### config.mk
export PLATFORM = sky130hd
export DESIGN_NAME = load_based_core_hotplug_policy
export DESIGN_NICKNAME = d
export VERILOG_FILES = /design/src/sv/lbhp_pkg.sv /design/src/sv/load_based_core_hotplug_policy.sv /design/src/sv/lbhp_front.sv /design/src/sv/lbhp_back.sv
export SDC_FILE = /design/constraint.sdc
export NUM_CORES = 2
export LEC_CHECK = 0
export BUFFER_PORTS_ARGS = -buffer_cell sky130_fd_sc_hd__buf_4
export CAP_MARGIN = 30
export CORE_MARGIN = 4
export CORE_UTILIZATION = 40
export DETAILED_ROUTE_END_ITERATION = 12
export PLACE_DENSITY = 0.53
export REMOVE_ABC_BUFFERS = 1
export SYNTH_ARGS = -nofsm -noshare
export SYNTH_HDL_FRONTEND = slang
export SYNTH_HIERARCHICAL = 1
export SYNTH_SLANG_ARGS = --single-unit
### constraint.sdc
create_clock -name clk -period 22.4 [get_ports clk]
set_clock_uncertainty 0.15 [all_clocks]
set_input_delay 3.36 -clock clk [delete_from_list [all_inputs] [get_ports clk]]
set_output_delay 3.36 -clock clk [all_outputs]
set_load 0.01 [all_outputs]
### src/sv/lbhp_pkg.sv
// types and constants of the two-cluster core hotplug policy
`default_nettype none
package lbhp_pkg;
  localparam int FREQ_W     = 22;
  localparam int PCT_W      = 7;
  localparam int MIN_W      = 3;
  localparam int WAIT_W     = 8;
  localparam int CFG_IDX_W  = 3;
  localparam int CFG_DATA_W = 8;
  localparam int TICK_W     = 16;

  localparam logic [1:0] OP_TICK       = 2'd0;
  localparam logic [1:0] OP_SCREEN_OFF = 2'd1;
  localparam logic [1:0] OP_SCREEN_ON  = 2'd2;

  localparam logic [1:0] ACT_NONE    = 2'd0;
  localparam logic [1:0] ACT_ONLINE  = 2'd1;
  localparam logic [1:0] ACT_OFFLINE = 2'd2;

  localparam logic [CFG_IDX_W-1:0] REG_LITTLE_UP   = 3'd0;
  localparam logic [CFG_IDX_W-1:0] REG_LITTLE_DOWN = 3'd1;
  localparam logic [CFG_IDX_W-1:0] REG_BIG_UP      = 3'd2;
  localparam logic [CFG_IDX_W-1:0] REG_BIG_DOWN    = 3'd3;
  localparam logic [CFG_IDX_W-1:0] REG_LITTLE_MIN  = 3'd4;
  localparam logic [CFG_IDX_W-1:0] REG_BIG_MIN     = 3'd5;
  localparam logic [CFG_IDX_W-1:0] REG_UP_WAIT     = 3'd6;
  localparam logic [CFG_IDX_W-1:0] REG_DOWN_WAIT   = 3'd7;

  typedef struct packed {
    logic [1:0]        opcode;
    logic [FREQ_W-1:0] freq_core0;
    logic [FREQ_W-1:0] freq_core1;
    logic [FREQ_W-1:0] freq_core2;
    logic [FREQ_W-1:0] freq_core3;
    logic [FREQ_W-1:0] freq_core4;
    logic [FREQ_W-1:0] freq_core5;
    logic [FREQ_W-1:0] freq_core6;
    logic [FREQ_W-1:0] freq_core7;
    logic [FREQ_W-1:0] little_max_freq;
    logic [FREQ_W-1:0] big_max_freq;
  } in_t;

  typedef struct packed {
    logic [2:0] core_index;
    logic [1:0] action;
    logic       last_command;
    logic [7:0] online_mask;
  } out_t;

  typedef enum logic [1:0] {K_NONE, K_TICK, K_OFF, K_ON} kind_t;

  typedef struct packed {
    kind_t kind;
    in_t   item;
  } q_item_t;

  typedef struct packed {
    logic we;
    logic [CFG_IDX_W-1:0] index;
    logic [CFG_DATA_W-1:0] data;
  } cfg_wr_t;

  typedef enum logic [2:0] {
    ST_IDLE, ST_LOAD, ST_LDEC, ST_XBIG, ST_XSHED, ST_BDEC, ST_SWEEP, ST_FLUSH
  } state_t;
endpackage
`default_nettype wire

### src/sv/load_based_core_hotplug_policy.sv
// top level of the two-cluster core hotplug policy
// usage:
// - input channel in_valid/in_stall/in_item: one item per governor event
//   (load tick, screen off, screen on), taken when in_valid is high and
//   in_stall is low; a two-item queue sits behind it
// - output channel out_valid/out_stall/out_item: a run of one to seven
//   commands per item, the last one flagged by last_command; an item that
//   changes nothing yields a single no-change command
// - config port cfg_we/cfg_index/cfg_data writes the eight threshold and
//   wait registers; write only while the block is idle
// - sequencing: the back end sequencer passes an idle state per item, then
//   takes one step per cycle while the output does not stall, with at most
//   one command per step; a tick steps through load, little decision, big
//   check, then the big decision or a big bring-up with littles shed, then
//   flush; screen off/on steps through load, sweep steps that move one core
//   each, then flush; commands pass a holding register to the output
// - rst (synchronous) puts all cores online, clears the tick counter,
//   loads the default registers and empties queue and output
// - when the receiver stalls the output register holds; the sequencer
//   waits while the queue keeps taking items until it is full
`default_nettype none
module load_based_core_hotplug_policy #(
  parameter int CORES_PER_CLUSTER = 4
) (
  input  logic                             clk,
  input  logic                             rst,
  input  logic                             in_valid,
  output logic                             in_stall,
  input  lbhp_pkg::in_t                    in_item,
  output logic                             out_valid,
  input  logic                             out_stall,
  output lbhp_pkg::out_t                   out_item,
  input  logic                             cfg_we,
  input  logic [lbhp_pkg::CFG_IDX_W-1:0]   cfg_index,
  input  logic [lbhp_pkg::CFG_DATA_W-1:0]  cfg_data
);
  import lbhp_pkg::*;

  // queue between front and back
  logic    q_valid, q_pop;
  q_item_t q_data;
  cfg_wr_t cfg;

  assign cfg = '{we: cfg_we, index: cfg_index, data: cfg_data};

  // front: take items, classify opcode
  lbhp_front u_front (
    .clk      (clk),
    .rst      (rst),
    .in_valid (in_valid),
    .in_stall (in_stall),
    .in_item  (in_item),
    .q_valid  (q_valid),
    .q_pop    (q_pop),
    .q_data   (q_data)
  );

  // back: policy sequencer and output register
  lbhp_back #(
    .CORES_PER_CLUSTER (CORES_PER_CLUSTER)
  ) u_back (
    .clk       (clk),
    .rst       (rst),
    .cfg       (cfg),
    .q_valid   (q_valid),
    .q_pop     (q_pop),
    .q_data    (q_data),
    .out_valid (out_valid),
    .out_stall (out_stall),
    .out_item  (out_item)
  );
endmodule
`default_nettype wire

### src/sv/lbhp_front.sv
// front end: accepts items, classifies the opcode, two-entry queue
`default_nettype none
module lbhp_front (
  input  logic            clk,
  input  logic            rst,
  input  logic            in_valid,
  output logic            in_stall,
  input  lbhp_pkg::in_t   in_item,
  output logic            q_valid,
  input  logic            q_pop,
  output lbhp_pkg::q_item_t q_data
);
  import lbhp_pkg::*;

  q_item_t    entries [2];
  logic       wr_ptr, rd_ptr;
  logic [1:0] count;
  logic       push, pop;
  kind_t      kind;

  always_comb begin
    case (in_item.opcode)
      OP_TICK:       kind = K_TICK;
      OP_SCREEN_OFF: kind = K_OFF;
      OP_SCREEN_ON:  kind = K_ON;
      default:       kind = K_NONE;
    endcase
  end

  assign in_stall = (count == 2'd2);
  assign push     = in_valid && !in_stall;
  assign q_valid  = (count != 2'd0);
  assign pop      = q_pop && q_valid;
  assign q_data   = entries[rd_ptr];

  always_ff @(posedge clk) begin
    if (push) begin
      entries[wr_ptr] <= '{kind: kind, item: in_item};
    end
    if (rst) begin
      wr_ptr <= 1'b0;
      rd_ptr <= 1'b0;
      count  <= 2'd0;
    end else begin
      if (push) wr_ptr <= !wr_ptr;
      if (pop) rd_ptr <= !rd_ptr;
      count <= count + {1'b0, push} - {1'b0, pop};
    end
  end
endmodule
`default_nettype wire

### src/sv/lbhp_back.sv
// back end: config registers, core state and command sequencer
`default_nettype none
module lbhp_back #(
  parameter int CORES_PER_CLUSTER = 4
) (
  input  logic              clk,
  input  logic              rst,
  input  lbhp_pkg::cfg_wr_t cfg,
  input  logic              q_valid,
  output logic              q_pop,
  input  lbhp_pkg::q_item_t q_data,
  output logic              out_valid,
  input  logic              out_stall,
  output lbhp_pkg::out_t    out_item
);
  import lbhp_pkg::*;

  localparam int NCORES = (2 * CORES_PER_CLUSTER > 8) ? 8 : 2 * CORES_PER_CLUSTER;
  localparam int PROD_W = FREQ_W + PCT_W;
  localparam int CMP_W  = PROD_W + 1;
  localparam logic [7:0] ALL_ON = 8'((9'd1 << NCORES) - 9'd1);

  typedef struct packed {
    logic [FREQ_W-1:0] slow;
    logic [FREQ_W-1:0] fast;
    logic [3:0]        sc;
  } scan_t;

  typedef struct packed {
    logic       found;
    logic [3:0] idx;
  } find_t;

  // lowest set bit of mask within [lo, hi)
  function automatic find_t find_low(input logic [7:0] mask, input int lo, input int hi);
    find_t r;
    r = '0;
    for (int i = 7; i >= 0; i--) begin
      if (i >= lo && i < hi && mask[i]) begin
        r.found = 1'b1;
        r.idx   = 4'(i);
      end
    end
    return r;
  endfunction

  // highest set bit of mask within [lo, hi)
  function automatic find_t find_high(input logic [7:0] mask, input int lo, input int hi);
    find_t r;
    r = '0;
    for (int i = 0; i < 8; i++) begin
      if (i >= lo && i < hi && mask[i]) begin
        r.found = 1'b1;
        r.idx   = 4'(i);
      end
    end
    return r;
  endfunction

  function automatic logic [3:0] count_on(input logic [7:0] mask, input int lo, input int hi);
    logic [3:0] n;
    n = '0;
    for (int i = 0; i < 8; i++) begin
      if (i >= lo && i < hi && mask[i]) n = n + 4'd1;
    end
    return n;
  endfunction

  // slow/fast scan over the online cores of one cluster
  function automatic scan_t scan(input logic [7:0] mask, input logic [7:0][FREQ_W-1:0] fr,
                                 input int lo, input int hi, input logic [FREQ_W-1:0] first,
                                 input logic [3:0] sc0);
    scan_t r;
    logic  sv;
    r.slow = '0;
    r.fast = first;
    r.sc   = sc0;
    sv     = 1'b0;
    for (int i = 0; i < 8; i++) begin
      if (i >= lo && i < hi && mask[i]) begin
        if (!sv || fr[i] <= r.slow) begin
          r.sc   = 4'(i);
          r.slow = fr[i];
          sv     = 1'b1;
        end else if (fr[i] > r.fast) begin
          r.fast = fr[i];
        end
      end
    end
    if (!sv || first < r.slow) r.slow = first;
    return r;
  endfunction

  // config registers
  logic [PCT_W-1:0]  little_up, little_down, big_up, big_down;
  logic [MIN_W-1:0]  little_min, big_min;
  logic [WAIT_W-1:0] up_wait, down_wait;

  state_t state, state_next;
  kind_t  kind;
  in_t    cur;
  logic [7:0]        online, online_next;
  logic [TICK_W-1:0] ticks, ticks_next;
  logic [PROD_W-1:0] p_lup, p_ldn, p_bup, p_bdn;

  logic       held_v;
  logic [2:0] held_core;
  logic [1:0] held_act;
  logic [7:0] held_mask;

  logic       adv, go;
  logic       cmd_v;
  logic [2:0] cmd_core;
  logic [1:0] cmd_act;

  logic [7:0][FREQ_W-1:0] fr;
  scan_t      sl, sb;
  find_t      f_any_off, f_big_off, f_little_on, f_big_on, f_top_on, f_low_off;
  logic [3:0] nl, nb;
  logic [FREQ_W-1:0] big_first;
  logic       uw_ok, dw_ok, dw3_ok;
  logic       l_up, l_dn, b_up, b_dn;

  assign fr[0] = cur.freq_core0;
  assign fr[1] = cur.freq_core1;
  assign fr[2] = cur.freq_core2;
  assign fr[3] = cur.freq_core3;
  assign fr[4] = cur.freq_core4;
  assign fr[5] = cur.freq_core5;
  assign fr[6] = cur.freq_core6;
  assign fr[7] = cur.freq_core7;

  assign adv   = !out_valid || !out_stall;
  assign go    = adv && (state != ST_IDLE);
  assign q_pop = (state == ST_IDLE);

  always_comb begin
    nl          = count_on(online, 0, CORES_PER_CLUSTER);
    nb          = count_on(online, CORES_PER_CLUSTER, NCORES);
    f_any_off   = find_low(~online, 1, NCORES);
    f_big_off   = find_low(~online, CORES_PER_CLUSTER, NCORES);
    f_little_on = find_low(online, 1, CORES_PER_CLUSTER);
    f_big_on    = find_low(online, CORES_PER_CLUSTER, NCORES);
    f_top_on    = find_high(online, 1, NCORES);
    f_low_off   = find_low(~online, 0, NCORES);
    big_first   = fr[f_big_on.idx[2:0]];
    sl = scan(online, fr, 1, CORES_PER_CLUSTER, fr[0], 4'd0);
    sb = scan(online, fr, CORES_PER_CLUSTER, NCORES, big_first, 4'(CORES_PER_CLUSTER));
    uw_ok  = ticks >= TICK_W'(up_wait);
    dw_ok  = ticks >= TICK_W'(down_wait);
    dw3_ok = ticks >= TICK_W'(10'(down_wait) * 10'd3);
    // level compares: s > floor(p/100) iff 100*s > p
    l_up = CMP_W'(sl.slow) * CMP_W'(100) > CMP_W'(p_lup);
    l_dn = (CMP_W'(sl.fast) + CMP_W'(1)) * CMP_W'(100) <= CMP_W'(p_ldn);
    b_up = CMP_W'(sb.slow) * CMP_W'(100) > CMP_W'(p_bup);
    b_dn = (CMP_W'(sb.fast) + CMP_W'(1)) * CMP_W'(100) <= CMP_W'(p_bdn);
  end

  always_comb begin
    state_next = state;
    ticks_next = ticks;
    cmd_v      = 1'b0;
    cmd_core   = '0;
    cmd_act    = ACT_NONE;
    case (state)
      ST_IDLE: begin
        if (q_valid) state_next = ST_LOAD;
      end
      ST_LOAD: begin
        case (kind)
          K_TICK: begin
            state_next = ST_LDEC;
            if (ticks != {TICK_W{1'b1}}) ticks_next = ticks + TICK_W'(1);
          end
          K_OFF, K_ON: state_next = ST_SWEEP;
          default:     state_next = ST_FLUSH;
        endcase
      end
      ST_LDEC: begin
        state_next = ST_XBIG;
        if (l_up) begin
          if (nl < 4'(CORES_PER_CLUSTER) && uw_ok) begin
            ticks_next = '0;
            if (f_any_off.found) begin
              cmd_v    = 1'b1;
              cmd_core = f_any_off.idx[2:0];
              cmd_act  = ACT_ONLINE;
            end
          end
        end else if (sl.sc != 4'd0 && l_dn) begin
          if (nl > 4'(little_min) && dw_ok) begin
            ticks_next = '0;
            if (online[sl.sc[2:0]]) begin
              cmd_v    = 1'b1;
              cmd_core = sl.sc[2:0];
              cmd_act  = ACT_OFFLINE;
            end
          end
        end
      end
      ST_XBIG: begin
        if (nb != 4'd0) begin
          state_next = ST_BDEC;
        end else if (nl >= 4'(CORES_PER_CLUSTER)) begin
          state_next = ST_XSHED;
          if (f_big_off.found) begin
            cmd_v    = 1'b1;
            cmd_core = f_big_off.idx[2:0];
            cmd_act  = ACT_ONLINE;
          end
        end else begin
          state_next = ST_FLUSH;
        end
      end
      ST_XSHED: begin
        // shed the lowest littles until two remain
        if (nl > 4'd2 && f_little_on.found) begin
          cmd_v    = 1'b1;
          cmd_core = f_little_on.idx[2:0];
          cmd_act  = ACT_OFFLINE;
        end else begin
          state_next = ST_FLUSH;
        end
      end
      ST_BDEC: begin
        state_next = ST_FLUSH;
        if (b_up) begin
          if (nb < 4'(CORES_PER_CLUSTER) && uw_ok) begin
            ticks_next = '0;
            if (f_big_off.found) begin
              cmd_v    = 1'b1;
              cmd_core = f_big_off.idx[2:0];
              cmd_act  = ACT_ONLINE;
            end
          end
        end else if (b_dn) begin
          if (nb > 4'(big_min) && dw3_ok) begin
            ticks_next = '0;
            if (sb.sc < 4'(NCORES) && online[sb.sc[2:0]]) begin
              cmd_v    = 1'b1;
              cmd_core = sb.sc[2:0];
              cmd_act  = ACT_OFFLINE;
            end
          end
        end
      end
      ST_SWEEP: begin
        if (kind == K_OFF && f_top_on.found) begin
          cmd_v    = 1'b1;
          cmd_core = f_top_on.idx[2:0];
          cmd_act  = ACT_OFFLINE;
        end else if (kind == K_ON && f_low_off.found) begin
          cmd_v    = 1'b1;
          cmd_core = f_low_off.idx[2:0];
          cmd_act  = ACT_ONLINE;
        end else begin
          state_next = ST_FLUSH;
        end
      end
      ST_FLUSH: state_next = ST_IDLE;
      default:  state_next = ST_IDLE;
    endcase
    online_next = online;
    if (cmd_v && cmd_act == ACT_ONLINE) online_next[cmd_core] = 1'b1;
    if (cmd_v && cmd_act == ACT_OFFLINE) online_next[cmd_core] = 1'b0;
  end

  always_ff @(posedge clk) begin
    if (state == ST_IDLE && q_valid) begin
      cur  <= q_data.item;
      kind <= q_data.kind;
    end
    if (go && state == ST_LOAD) begin
      p_lup <= PROD_W'(little_up) * PROD_W'(cur.little_max_freq);
      p_ldn <= PROD_W'(little_down) * PROD_W'(cur.little_max_freq);
      p_bup <= PROD_W'(big_up) * PROD_W'(cur.big_max_freq);
      p_bdn <= PROD_W'(big_down) * PROD_W'(cur.big_max_freq);
    end
    if (go && cmd_v) begin
      held_core <= cmd_core;
      held_act  <= cmd_act;
      held_mask <= online_next;
    end
    if (go && ((cmd_v && held_v) || state == ST_FLUSH)) begin
      out_item.core_index   <= (state == ST_FLUSH && !held_v) ? 3'd0 : held_core;
      out_item.action       <= (state == ST_FLUSH && !held_v) ? ACT_NONE : held_act;
      out_item.online_mask  <= (state == ST_FLUSH && !held_v) ? online : held_mask;
      out_item.last_command <= (state == ST_FLUSH);
    end
    if (rst) begin
      state       <= ST_IDLE;
      online      <= ALL_ON;
      ticks       <= '0;
      held_v      <= 1'b0;
      out_valid   <= 1'b0;
      little_up   <= PCT_W'(60);
      little_down <= PCT_W'(30);
      big_up      <= PCT_W'(90);
      big_down    <= PCT_W'(60);
      little_min  <= MIN_W'(1);
      big_min     <= MIN_W'(0);
      up_wait     <= WAIT_W'(1);
      down_wait   <= WAIT_W'(1);
    end else begin
      if (cfg.we) begin
        case (cfg.index)
          REG_LITTLE_UP:   little_up   <= cfg.data[PCT_W-1:0];
          REG_LITTLE_DOWN: little_down <= cfg.data[PCT_W-1:0];
          REG_BIG_UP:      big_up      <= cfg.data[PCT_W-1:0];
          REG_BIG_DOWN:    big_down    <= cfg.data[PCT_W-1:0];
          REG_LITTLE_MIN:  little_min  <= cfg.data[MIN_W-1:0];
          REG_BIG_MIN:     big_min     <= cfg.data[MIN_W-1:0];
          REG_UP_WAIT:     up_wait     <= cfg.data[WAIT_W-1:0];
          REG_DOWN_WAIT:   down_wait   <= cfg.data[WAIT_W-1:0];
          default: ;
        endcase
      end
      // output register loads a new command or empties once taken
      if (go && ((cmd_v && held_v) || state == ST_FLUSH)) begin
        out_valid <= 1'b1;
      end else if (out_valid && !out_stall) begin
        out_valid <= 1'b0;
      end
      if (state == ST_IDLE) begin
        state <= state_next;
      end else if (go) begin
        state  <= state_next;
        online <= online_next;
        ticks  <= ticks_next;
        if (cmd_v) held_v <= 1'b1;
        if (state == ST_FLUSH) held_v <= 1'b0;
      end
    end
  end
endmodule
`default_nettype wire

# Word-level counts from Yosys, hierarchy flattened
# Memory sizes are Yosys's and may differ from the RTL's. A register that Yosys moved wholly into a read port is not among the register bits.
# Index checks and enable logic that the tools add are counted.
# word_totals
register_bits	226
ramBits	448
inputBits	238
memories	1
# mem_list
memory	depth	width	read_ports	rd_ports_with_merged_regs	wr	line	text
u_front.entries	2	224	1	1	1	lbhp_front.sv:15	q_item_t entries [2];
# op_classes
add_sub_neg	11
n_mul	9
n_lt_le_gt_ge	31
eq_ne	31
muxes	164
bitwise	5
n_reduce_logical	66
# op_table
op	n
2-to-1 mux 22 bit	18
2-to-1 mux 48 bit	7
2-to-1 mux 16 bit	10
multiplier 7 x 22 -> 29 bit	4
> comparator 22 bit	5
<= comparator 22 bit	5
2-to-1 mux 5 bit	18
2-to-1 mux 3 bit	28
binary-select mux 22 bit (select 3 bit)	1
<= comparator 30 x 29 -> 1 bit	2
multiplier 30 x 5 -> 28 bit (second input constant)	2
> comparator 29 bit	2
multiplier 22 x 5 -> 27 bit (second input constant)	2
one-hot mux 16 bit (3 select lines)	1
adder 22 x 1 -> 23 bit (second input constant)	2
less-than comparator 22 bit	2
2-to-1 mux 4 bit	11
2-to-1 mux 1 bit	43
greater-or-equal comparator 16 x 8 -> 1 bit	2
2-to-1 mux 2 bit	15
adder 4 x 1 -> 4 bit (second input constant)	6
== test 3 bit (second input constant)	8
2-to-1 mux 8 bit	3
one-hot mux 3 bit (8 select lines)	1
other kinds (44)	119

# Depth between registers and ports, before layout
# logic_depth
depth_word	35
ltp_mapped	82
ltp_nobuf	72

# Hierarchy
# The synthesis kept the hierarchy.
# by_module_without_submodules
mod	n_inst	cells_per_inst	area_per_inst_um2	seq_area_each_um2
lbhp_back	1	6108	56619.3	12542.0
lbhp_front	1	731	17105.2	13553.0

# Worst setup path before layout
# Ideal clock, no wire load.
# synth_path
path_type	register -> register
startpoint	reg u_back.online[4]
endpoint	reg, netlist name u_back/out_item[0]
setup_ns	0.440
arrival_time_ns	16.115
path_slack_ns	5.695
path_stages_with_launch	78
path_cell_list	dfxtp_1 -> clkbuf_1 -> clkbuf_1 -> buf_2 -> buf_1 -> nand2_1 -> ha_1 -> a211oi_1 -> o21bai_1 -> nor4_1 -> o22ai_2 -> a21oi_1 -> clkbuf_1 -> clkbuf_1 -> a21oi_1 -> ha_1 -> nand4_1 -> nor4_1 -> [... 42 more ...] -> and4_1 -> nor2_1 -> a21oi_1 -> a41o_1 -> o41ai_1 -> xnor2_1 -> ha_1 -> nand4_1 -> nor4_1 -> o211ai_1 -> a21oi_1 -> o21a_1 -> a211oi_1 -> mux2i_1 -> nor2_1 -> o41a_1 -> nand2_1 -> o21ai_0
# synth_via
elab_chain_len	25
# synth_rtl
item	line	text
start: declaration	lbhp_back.sv:102	logic [7:0] online, online_next;
start signal: assignment	lbhp_back.sv:328	online <= online_next;
2-to-1 mux 3 bit	lbhp_back.sv:39	if (i >= lo && i < hi && mask[i]) begin
binary-select mux 22 bit (select 3 bit)	lbhp_back.sv:146	big_first = fr[f_big_on.idx[2:0]];
2-to-1 mux 22 bit (not written as such)	lbhp_back.sv:146	
2-to-1 mux 48 bit	lbhp_back.sv:80	if (i >= lo && i < hi && mask[i]) begin
> comparator 22 bit	lbhp_back.sv:85	end else if (fr[i] > r.fast) begin
2-to-1 mux 22 bit	lbhp_back.sv:85	
2-to-1 mux 22 bit	lbhp_back.sv:81	if (!sv || fr[i] <= r.slow) begin
2-to-1 mux 48 bit	lbhp_back.sv:80	
[... 9 more ...]	--	
multiplier 30 x 5 -> 28 bit	lbhp_back.sv:156	b_dn = (CMP_W'(sb.fast) + CMP_W'(1)) * CMP_W'(100) <= CMP_W'(p_bdn);
<= comparator 30 x 29 -> 1 bit	lbhp_back.sv:156	
2-to-1 mux 1 bit	lbhp_back.sv:236	end else if (b_dn) begin
2-to-1 mux 1 bit	lbhp_back.sv:227	if (b_up) begin
one-hot mux 1 bit (5 select lines) (*)	lbhp_back.sv:165	case (state)
logical AND 1 bit (*)	lbhp_back.sv:284	if (go && ((cmd_v && held_v) || state == ST_FLUSH)) begin
logical OR 1 bit (*)	lbhp_back.sv:284	
logical AND 1 bit (*)	lbhp_back.sv:284	
# Mark *: on every way between the ends. The rest lies on a longest branch, timed or not. The select of a mux whose other input is x is not followed.
# A chain may end at the register's enable or synchronous reset.

# Worst setup path in the final report
# layout_path
startpoint	reg u_back.online[5]
endpoint	reg u_back.held_mask[5] (data pin)
# layout_via
elab_chain_len	31
# layout_rtl
item	line	text
2-to-1 mux 3 bit (2 in series)	lbhp_back.sv:39	
binary-select mux 22 bit (select 3 bit)	lbhp_back.sv:146	
2-to-1 mux 22 bit (not written as such)	lbhp_back.sv:146	
2-to-1 mux 48 bit	lbhp_back.sv:80	
> comparator 22 bit	lbhp_back.sv:85	
2-to-1 mux 22 bit	lbhp_back.sv:85	
2-to-1 mux 22 bit	lbhp_back.sv:81	
2-to-1 mux 48 bit	lbhp_back.sv:80	
[... 14 more ...]	--	
via u_back.cmd_core[0]	lbhp_back.sv:113	logic [2:0] cmd_core;
[... 1 more ...]	--	
logical AND 1 bit (not written as such)	lbhp_back.sv:264, lbhp_back.sv:265	
2-to-1 mux 1 bit (not written as such)	lbhp_back.sv:264, lbhp_back.sv:265	
demux 1 bit (select 3 bit) (*)	--	
bitwise OR 8 bit (no source line)	--	
2-to-1 mux 8 bit	lbhp_back.sv:264	if (cmd_v && cmd_act == ACT_ONLINE) online_next[cmd_core] = 1'b1;
bitwise AND 8 bit (no source line)	--	
2-to-1 mux 8 bit (*)	lbhp_back.sv:265	if (cmd_v && cmd_act == ACT_OFFLINE) online_next[cmd_core] = 1'b0;
via u_back.online_next[5]	lbhp_back.sv:102	
end signal: assignment	lbhp_back.sv:282	held_mask <= online_next;
end: declaration	lbhp_back.sv:109	logic [7:0] held_mask;
# The timed path passes the listed nets; every way through them passes the cells marked *. The select of a mux whose other input is x is not followed.

==> metrics.md <==
| Metric | Value |
|---|---|
| Area of the die | 190900 um2 |
| Status | complete, but fails checks |
| Post-route ant nets | 0 |
| RD Place Congestion | 0.9877 |
| Clk_lat worst skew | 760 ps |
| # IOs | 254 |
| Share of cells above drive strength 1 | 11.33% |
| Port Buffer Count | 253 |
| Pre-CTS setup slack | 1967 ps |
| Crit path kind | reg2reg |
| Maximum clock rate | 47.86 MHz |
| Vias in the first global route | 52400 |
| DR pass1 iterations | 10 |
| Hold/Removal Path Class | reg2reg |
| P&R area growth vs syn | 10.85% |
| Ys Warns | 6 |
| Setup-failing EPs final | 0 |
| DPL Wire Length | 176700 um |
| Fin. Hold Viols | 0 |
| Root Buffer | clkbuf_16 |
| CTS Buf Count | 103 |
| RSZ-0062 raised after global routing | false |
| Largest net degree at the start of global routing | 142 |
| Max_slew headroom | 28.20% |
| Worst r2r src | u_back/online[5] |
| GRT Resource Usage Total | 22.95% |
| Die Y | 436.9 um |
| Top cell by count, worst path | ha_1 |
| Reg2reg end | u_back/held_mask[5] |
| CTS tree | built |
| WP data required | 22780 ps |
| Setup Fix Bufs, Post-CTS | 0 |
| Worst Slack Setup Final | 1506 ps |
| Clock Sinks | 893 |
| Core Area | 183100 um2 |
| # hold bufs at CTS | 0 |
| Max FO, Critical Path | 46 |
| Mean Syn Cell Area | 10.77 um2 |
| Synth Cell Area | 73580 um2 |
| Syn Inst Count | 6833 |
| Post-route minimum period | 20890 ps |
| Die width | 436.9 um |
| DRT iter0 DRCs | 3522 |
| Hold worst-path end | u_back/up_wait[6] |
| Worst setup SP type | flip-flop |
| CTS clk-pin slew, worst paths | 60 ps |
| Starting Density | 40.19% |
| Total gr overflow | 0 |
| Final worst path period share | 93.28% |
| Row count | 157 |
| Slowest CP cell | dfxtp_1 |
| Max-cap violations | 0 |
| Fin Setup TNS | 0 ps |
| Initial antenna violation count | 11 |
| Cell area after placement | 78210 um2 |
| Filler cells | 17390 |
| Final Max Slew Viols | 0 |
| Failing checks | DRC |
| Flop-to-flop setup slack | 1510 ps |
| FF-to-FF path depth | 60 |
| Bufs on Longest Clock Path | 3 |
| First-pass GRT wire length | 332800 um |
| Drt wl/cell | 23.10 um |
| Cell depth of the worst hold path | 2 |
| Final non-filler cell area | 81560 um2 |
| Worst setup EP type | flip-flop |
| Worst-Margin Slew | 1076 ps |
| Resized Gates After CTS | 0 |
| Layout net count | 8648 |
| Hold Crit Start | u_back/up_wait[6] |
| Slowest stage delay, CP | 1020 ps |
| Arrival time at the worst endpoint | 21280 ps |
| Via count | 51990 |
| Routed wire length | 221800 um |
| DRC | 2 |
| Htree depth | 3 |
| Vias per cell | 5.414 |
==> cell usage in the layout, fill, tap and decap left out, types with 18 or more instances in the layout <==
master,n
a211o_1,20
a211oi_1,39
a21o_1,119
a21oi_1,343
a31oi_1,38
and2_1,199
and3_1,46
and4_1,21
buf_4,323
clkbuf_16,110
clkinv_1,24
dfxtp_1,82
edfxtp_1,809
fa_1,467
ha_1,897
inv_1,775
mux2_2,83
mux2_4,160
mux2i_1,160
nand2_1,787
nand2b_1,36
nand3_1,100
nand4_1,90
nor2_1,314
nor2b_1,56
nor3_1,89
nor4_1,21
o211ai_1,20
o21a_1,49
o21ai_0,192
o21bai_1,31
o31ai_1,18
or2_2,25
or3_1,19
xnor2_1,177
xor2_1,79
==> area by class of cell <==
cell class / count / area [um2] / area share, %
antenna: 5 / 12.51 / 0.01534
clock buffer: 127 / 2826 / 3.465
clock inverter: 65 / 504.2 / 0.6182
inverter: 780 / 2935 / 3.599
multi-input combinational: 4940 / 43700 / 53.58
sequential: 893 / 25980 / 31.85
tap: 2464 / 3083 / 3.780
timing repair buffer: 328 / 2522 / 3.093
==> sequential cells by signal, indices dropped and copies added, names as in the netlist, 14 cells and up, named ones only <==
name,count
u_back/p_bdn,29
u_back/p_bup,29
u_back/out_item,14
u_back/cur,220
u_front/entries,444
u_back/p_lup,29
u_back/ticks,16
u_back/p_ldn,29
==> worst max-delay path by stage <==
| stage | from | endpoint | slack (ps) | cells past startpoint |
|---|---|---|---|---|
| finish | u_back/online[5] | u_back/held_mask[5] | 1510 | 60 |
| detailed placement | u_back/online[5] | u_back/online[1] | 1970 | 59 |
| global route | u_back/online[5] | u_back/held_mask[5] | 590 | 60 |
| CTS | u_back/online[5] | u_back/online[1] | 1940 | 59 |
| global placement | u_back/online[5] | u_back/online[1] | 1050 | 61 |
| floorplan | u_back/online[4] | u_back/out_item[0] | 4310 | 68 |
==> per-stage QoR <==
stage | hold WS (ps) | cells | utilization (%)
2_1_floorplan | 280.3 | 6613 | -
3_3_place_gp | 295.2 | 9399 | 42.68
3_5_place_dp | 300.1 | 9404 | 42.72
4_1_cts | 307.8 | 9596 | 44.54
5_1_grt | 320.6 | 9597 | 44.54
6_report | 308.0 | 9602 | 44.55
==> critical path: cells and delay by family (launching register included) <==
kind | cells | cell delay [ps]
AO/OA/AOI/OAI | 23 | 7810
XOR/XNOR | 2 | 420
adder cells (fa/ha/maj) | 8 | 2670
buffers and inverters | 8 | 2180
flip-flops | 1 | 1020
multiplexers | 2 | 660
AND/OR/NAND/NOR | 17 | 5660
==> routing by layer <==
metal	GRT usage [%]	wire, um	vias up	share of wire, %
li1	-	-	24370	-
met3	3.268	11730	288	5.3
met1	31.86	100600	25950	45
met5	0	0	-	0
met2	37.64	103500	1377	47
met4	6.086	6017	0	2.7
Power is left out: the tool's default activity adds up to more than one toggle a clock period on the data nets, which glitch-free logic cannot reach.
